### config.mk
export PLATFORM = sky130hd
export DESIGN_NAME = cfpa_mul
export DESIGN_NICKNAME = d
export VERILOG_FILES = /design/src/design/cfpa_pkg.sv /design/src/design/cfpa_mul.sv
export SDC_FILE = /design/constraint.sdc
export NUM_CORES = 2
export LEC_CHECK = 0
export ABC_CLOCK_PERIOD_IN_PS = 4300
export BUFFER_PORTS_ARGS = -buffer_cell sky130_fd_sc_hd__buf_2
export CAP_MARGIN = 20
export CORE_ASPECT_RATIO = 1.2
export CORE_UTILIZATION = 45
export CTS_CLUSTER_SIZE = 14
export DETAILED_ROUTE_END_ITERATION = 10
export SLEW_MARGIN = 0
export SYNTH_ARGS = -nofsm -noshare
export SYNTH_HDL_FRONTEND = slang
export SYNTH_SLANG_ARGS = --single-unit
### constraint.sdc
create_clock -name clk -period 4.3 [get_ports clk]
set_clock_uncertainty 0.1 [all_clocks]
set_input_delay 1.29 -clock clk [delete_from_list [all_inputs] [get_ports clk]]
set_output_delay 1.29 -clock clk [all_outputs]
set_load 0.01 [all_outputs]
### src/design/cfpa_pkg.sv
package cfpa_pkg;

	typedef enum logic [1:0] {
		OP_ADD = 2'd0,
		OP_SUB = 2'd1,
		OP_MUL = 2'd2,
		OP_DIV = 2'd3
	} op_t;

	localparam int unsigned FIELD_W = 16;

	typedef struct packed {
		logic [1:0]         op;
		logic signed [15:0] a_re;
		logic signed [15:0] a_im;
		logic signed [15:0] b_re;
		logic signed [15:0] b_im;
	} in_item_t;

	typedef struct packed {
		logic signed [15:0] res_re;
		logic signed [15:0] res_im;
		logic               div_zero;
		logic               sat_flag;
	} out_item_t;

endpackage

### src/design/cfpa_mul.sv
module cfpa_mul import cfpa_pkg::*; #(
	parameter int DATA_WIDTH = 16,
	parameter int FRAC_BITS  = 8
) (
	input  logic                           clk,
	input  logic                           arst_n,
	input  logic                           in_valid,
	input  logic [1:0]                     in_op,
	input  logic signed [DATA_WIDTH-1:0]   ar,
	input  logic signed [DATA_WIDTH-1:0]   ai,
	input  logic signed [DATA_WIDTH-1:0]   br,
	input  logic signed [DATA_WIDTH-1:0]   bi,
	output logic                           out_valid,
	output logic [1:0]                     out_op,
	output logic signed [2*DATA_WIDTH+1:0] num_re,
	output logic signed [2*DATA_WIDTH+1:0] num_im,
	output logic [2*DATA_WIDTH:0]          den,
	output logic                           zero_div
);
	// Stage 1: four cross products, two squares and the add/sub sums; stage 2: combine sums.
	localparam int PW = 2 * DATA_WIDTH;
	localparam int SW = 2 * DATA_WIDTH + 2;

	logic                  v_s1;
	logic [1:0]            op_s1;
	logic signed [PW-1:0]  rr_s1, ii_s1, ri_s1, ir_s1, bb_s1, cc_s1;
	logic signed [DATA_WIDTH:0] sre_s1, sim_s1;
	logic                  z_s1;

	always_ff @(posedge clk or negedge arst_n) begin
		if (!arst_n) begin
			v_s1 <= 1'b0;
		end else begin
			v_s1 <= in_valid;
		end
	end

	always_ff @(posedge clk) begin
		op_s1 <= in_op;
		rr_s1 <= ar * br;
		ii_s1 <= ai * bi;
		ri_s1 <= ar * bi;
		ir_s1 <= ai * br;
		bb_s1 <= br * br;
		cc_s1 <= bi * bi;
		z_s1  <= (br == '0) && (bi == '0);
		if (in_op == OP_ADD) begin
			sre_s1 <= {ar[DATA_WIDTH-1], ar} + {br[DATA_WIDTH-1], br};
			sim_s1 <= {ai[DATA_WIDTH-1], ai} + {bi[DATA_WIDTH-1], bi};
		end else begin
			sre_s1 <= {ar[DATA_WIDTH-1], ar} - {br[DATA_WIDTH-1], br};
			sim_s1 <= {ai[DATA_WIDTH-1], ai} - {bi[DATA_WIDTH-1], bi};
		end
	end

	always_ff @(posedge clk or negedge arst_n) begin
		if (!arst_n) begin
			out_valid <= 1'b0;
		end else begin
			out_valid <= v_s1;
		end
	end

	always_ff @(posedge clk) begin
		out_op   <= op_s1;
		zero_div <= z_s1;
		den      <= {1'b0, bb_s1} + {1'b0, cc_s1};
		unique case (op_t'(op_s1))
			OP_ADD, OP_SUB: begin
				// add/sub results carry FRAC_BITS extra zeros so the later shift restores them
				num_re <= SW'(sre_s1) <<< FRAC_BITS;
				num_im <= SW'(sim_s1) <<< FRAC_BITS;
			end
			OP_MUL: begin
				num_re <= SW'(rr_s1) - SW'(ii_s1);
				num_im <= SW'(ri_s1) + SW'(ir_s1);
			end
			default: begin
				num_re <= SW'(rr_s1) + SW'(ii_s1);
				num_im <= SW'(ir_s1) - SW'(ri_s1);
			end
		endcase
	end
endmodule

## Word-level counts from Yosys, hierarchy flattened

Index checks and enable logic that the tools add are counted.

| cells by class | value |
|---|---|
| reductions and logical operators | 6 |
| add/subtract/negate cells | 9 |
| mux-type cells | 4 |
| multiply operators | 6 |
| equal/unequal tests | 2 |

Operators by type and width:

| kind | count |
|---|---|
| multiplier 16 x 16 -> 32 bit | 6 |
| case mux 34 bit (2 select lines) | 2 |
| adder 32 x 32 -> 33 bit | 3 |
| subtractor 32 x 32 -> 33 bit | 2 |
| adder 16 x 16 -> 17 bit | 2 |
| two-way mux 17 bit | 2 |
| subtractor 16 x 16 -> 17 bit | 2 |
| logical NOT 16 bit | 2 |
| logical NOT 2 bit | 2 |
| equality test 2 x 1 -> 1 bit, second input constant | 1 |
| equality test 2 bit, second input constant | 1 |
| OR reduction 2 bit | 1 |
| logical AND 1 bit | 1 |

| storage, ports and cells | value |
|---|---|
| logic and storage cells | 44 |
| output and inout bits | 105 |
| bits of input ports | 69 |
| register bits after elaboration | 335 |

## Longest topological paths before layout

| depth | value |
|---|---|
| word-level depth | 3 |
| gate-level depth with buffers | 26 |

## Worst setup path before layout

No wires, ideal clock.

| path | value |
|---|---|
| path type | in2reg |
| from | in br[15] |
| to | reg bb_s1[30] |
| required time | 4.078 ns |
| setup slack | -3.553 ns |
| arrival | 7.631 ns |
| stages on the path | 23 |
| setup time | 0.122 ns |
| path through | clkbuf_1 -> inv_1 -> clkbuf_1 -> buf_1 -> nor2_1 -> fa_1 -> fa_1 -> fa_1 -> fa_1 -> fa_1 -> inv_1 -> fa_1 -> inv_1 -> ha_1 -> clkbuf_1 -> a21o_1 -> a21o_1 -> a21o_1 -> a2111oi_0 -> nor2_1 -> o31ai_1 -> a21oi_1 -> a311o_1 |

| between the ends | value |
|---|---|
| word-level cells in the longest chain between the ends | 1 |

Ends and longest elaborated chain:

| what | line | text |
|---|---|---|
| start, declared | cfpa_mul.sv:11 | `input logic signed [DATA_WIDTH-1:0] br,` |
| multiplier 16 x 16 -> 32 bit | cfpa_mul.sv:44 | `bb_s1 <= br * br;` |
| end signal, assigned | cfpa_mul.sv:44 |  |
| end, declared | cfpa_mul.sv:26 | `logic signed [PW-1:0] rr_s1, ii_s1, ri_s1, ir_s1, bb_s1, cc_s1;` |

No other way between the ends.

## Worst setup path in the final report

| path | value |
|---|---|
| from | in bi[14] |
| to | reg cc_s1[30] |

| between the ends | value |
|---|---|
| word-level cells in the longest chain between the ends | 1 |

Ends and longest elaborated chain:

| what | line | text |
|---|---|---|
| start, declared | cfpa_mul.sv:12 | `input logic signed [DATA_WIDTH-1:0] bi,` |
| multiplier 16 x 16 -> 32 bit | cfpa_mul.sv:45 | `cc_s1 <= bi * bi;` |
| end signal, assigned | cfpa_mul.sv:45 |  |
| end, declared | cfpa_mul.sv:26 |  |

No other way between the ends.

==> results.yml <==
status:
  outcome: "complete, but fails checks"
  failed_checks: "negative setup slack"
sta:
  max_freq_mhz: 151.7
  rsz0062_at_grt: "yes"
  holdWs_ns: 0.2327
  layout_setup_ws_ns: -2.293
  finalHoldViolCount: 0
  post-route-period-util_pct: 153.3
  worst_pin_slew_ns: 0.6064
  slew_headroom_pct: 59.45
  setup_viol: 173
  drv_slew: 0
  min_period_ns: 6.593
job:
  maxCapViolCount: 0
critical_path:
  rr_startpoint: "ri_s1[3]"
  slowest_delay_ns: 0.52
  slowest_stage: "fa_1"
  crit_family: "adder cells"
  worstReg2RegEnd: "num_im[32]"
  cp_max_fo: 4
  critPathRequiredTime_ns: 4.75
  cp.arrival_ns: 7.04
  cp_common_cell: "fa_1"
  crit_chain: "buf_4, and2_4, buf_4, fa_1, inv_2, fa_1, fa_1, inv_1, fa_1, fa_1, inv_1, fa_1, inv_1, ha_4, and3_4, a221o_1, a221oi_2, o21ai_2, a2111oi_4, o21bai_1, a21oi_1, xnor2_1"
  startpoint_type: "input port"
  worstSetupEndpointType: "flip-flop"
  reg2reg_depth: 19
  reg2reg_slack_ns: -0.33
  path_buf_inv: 6
  worstSetupPathType: "in -> reg"
cts:
  h-tree-depth: 2
  clock-root-buffer: "clkbuf_16"
  insertion_delay_ns: 0.65
  path_clk_slew_ns: 0.08
  clockBufferDepth: 3
  clock_sinks: 331
  cts_tree: "yes"
  cts_inserted_buffers: 43
yosys:
  ys_ff_latch: 331
  synth-adder-area-share_pct: 53.48
  synth_ff_type: "dfxtp_1"
  synth_compound_gate_area_share_pct: 7.280
  synth.area.mux_share_pct: 0.5060
  ys_types: 90
  synth_area_leaders: "fa_1 42%, ha_1 11%, inv_1 9.5%"
  syn_area_um2: 71960
  syn_inst: 7833
  syn_nets: 10070
  synth_top_area_share_pct: 42.23
  yosys.area_share.simple_pct: 13.33
  synth_top_cell_by_area: "fa_1"
  ys_seq_area_share_pct: 9.223
  synth_edf_count: 0
  yosys_warnings: 0
  async_reset_ff_share_pct: 0.6042
  synth-xor-area-share_pct: 5.060
  synth_top_family_by_area: "adder cells"
  syn_avg_cell_area_um2: 9.186
routing:
  via_count: 57260
  drt-initial-drc-count: 2856
  via_per_inst: 5.027
  drt-wirelength-per-cell_um: 19.35
  drt_wl_total_um: 220400
  firstDrtPassIters: 5
  ant_nets: 0
  drc: 0
global_routing:
  grt-ovfl-total: 0
  grt_pass1_vias: 62350
  antenna_found_initial: 5
  grt_pass1_wl_um: 347000
  grt_start_max_net_pins: 37
  grt_usage_pct: 27.73
floorplanning:
  die_h_um: 440.0
  core_um2: 158600
  rows: 160
  io_pins: 174
  start_util_pct: 45.38
  dieArea_um2: 161500
  die_x_um: 367.0
finish:
  syn_to_final_growth_pct: 30.31
  final_cell_mix: "1,684 x inv_1, 1,436 x fa_1, 1,246 x buf_4"
  mostFrequentLayoutCell: "inv_1"
  drive_above_1_share_pct: 28.31
  finalNetCount: 11480
  layout.cells.non_filler: 11390
  finalInstanceArea_um2: 93770
placed_design:
  numPlacedInstances: 11100
  gp_congestion: 0.9335
  io_buffers: 173
  placed_area_um2: 86690
  hpwl_um: 181900
hold_path:
  hp-class: "reg -> reg"
  worst_hold_path.endpoint: "zero_div"
  hold_depth: 0
  hold_start: "z_s1"
## stage by stage
step | util [%] | setup TNS (ns) | worst slack [ns]
after floorplan | - | -270.37 | -2.737
after global placement | 54.68 | -376.54 | -3.159
after detailed placement | 54.68 | -381.94 | -3.201
after CTS | 57.92 | -238.92 | -2.180
after global routing | 59.14 | -275.53 | -2.422
final | 59.14 | -247.20 | -2.293
## final cells by class
class                           instances  area, µm²
Inverter                             1829       6889
Clock inverter                         30      304.0
Clock buffer                           48       1135
Multi-Input combinational cell       5373      61320
Tap cell                             2106       2635
Sequential cell                       331       6638
Timing Repair Buffer                 1670      14850
Antenna cell                            2      5.005
Fill cell                           13700      64780
## sequential cells by signal (all words and copies together), names as in the netlist, 2 cells and up
signal	flops
den	33
num_im	33
num_re	33
ii_s1	32
ir_s1	32
ri_s1	32
rr_s1	32
bb_s1	31
cc_s1	31
sim_s1	17
sre_s1	17
op_s1	2
out_op	2
## timing repair
action,in CTS,in global routing
gates resized for setup,598,339
pin swaps,324,330
setup endpoints to repair,174,195
setup buffers,149,85
hold buffers,0,0
cloned,16,4
## worst register-to-register path: stages (launching register included)
cell      delay, ns
dfxtp_1        0.31
or3_4          0.38
nor4_1         0.24
buf_4          0.18
nand3b_1       0.09
or2_2          0.32
nor4_1         0.27
buf_4          0.18
nand2_1        0.11
o21ai_0        0.26
xnor2_1        0.22
ha_1           0.32
nand4_1        0.12
inv_1          0.07
and3_1         0.17
a21oi_1        0.22
buf_4          0.15
o211a_1        0.19
nor3_1         0.06
or4b_1         0.53
## how the worst max path moves through the flow
stage,start,end,slack (ns),cells after the start
after floorplan,br[15],bb_s1[30],-2.74,23
after global placement,ar[11],rr_s1[31],-3.16,22
after detailed placement,ar[11],rr_s1[31],-3.20,22
after CTS,br[5],bb_s1[25],-2.18,23
after global routing,bi[8],cc_s1[31],-2.42,25
final,bi[14],cc_s1[30],-2.29,22
## layer usage
metal | track usage, % | vias to the layer above | routed length, µm
met5 | 0 | - | 40
met3 | 3.066 | 392 | 10670
met4 | 11.73 | 6 | 12030
met2 | 48.60 | 1384 | 109600
li1 | - | 26480 | -
met1 | 34.62 | 29000 | 88030
## synth_stat cells (5+ instances only)
master	instances
a211o_1	10
a211oi_1	35
a21boi_0	5
a21o_1	103
a21oi_1	238
a221oi_1	5
a311oi_1	5
a31o_2	19
a31oi_1	27
and2_1	560
and3_1	36
and4_1	7
buf_1	29
clkbuf_1	269
clkinv_1	7
dfxtp_1	329
fa_1	1518
ha_1	647
inv_1	1820
mux2_2	27
mux2i_1	6
nand2_1	746
nand2b_1	52
nand3_1	48
nand4_1	19
nor2_1	302
nor2b_1	27
nor3_1	61
nor3b_1	6
nor4_1	14
o211a_1	6
o211ai_1	22
o21a_1	43
o21ai_0	148
o21ai_1	9
o21bai_1	43
o311ai_0	5
o31ai_1	26
o41ai_1	10
or2_2	19
or3_1	23
or4_1	9
xnor2_1	291
xor2_1	121
## cell families after synthesis
kind of cell / after synthesis
simple gates: 1955
flops: 331
xor+xnor: 414
compound gates: 806
buf+inv: 2129
fa+ha+maj: 2165
mux: 33
Power is not shown: default switching activity piles up to over one toggle a cycle in this logic, so the estimate is an artifact.
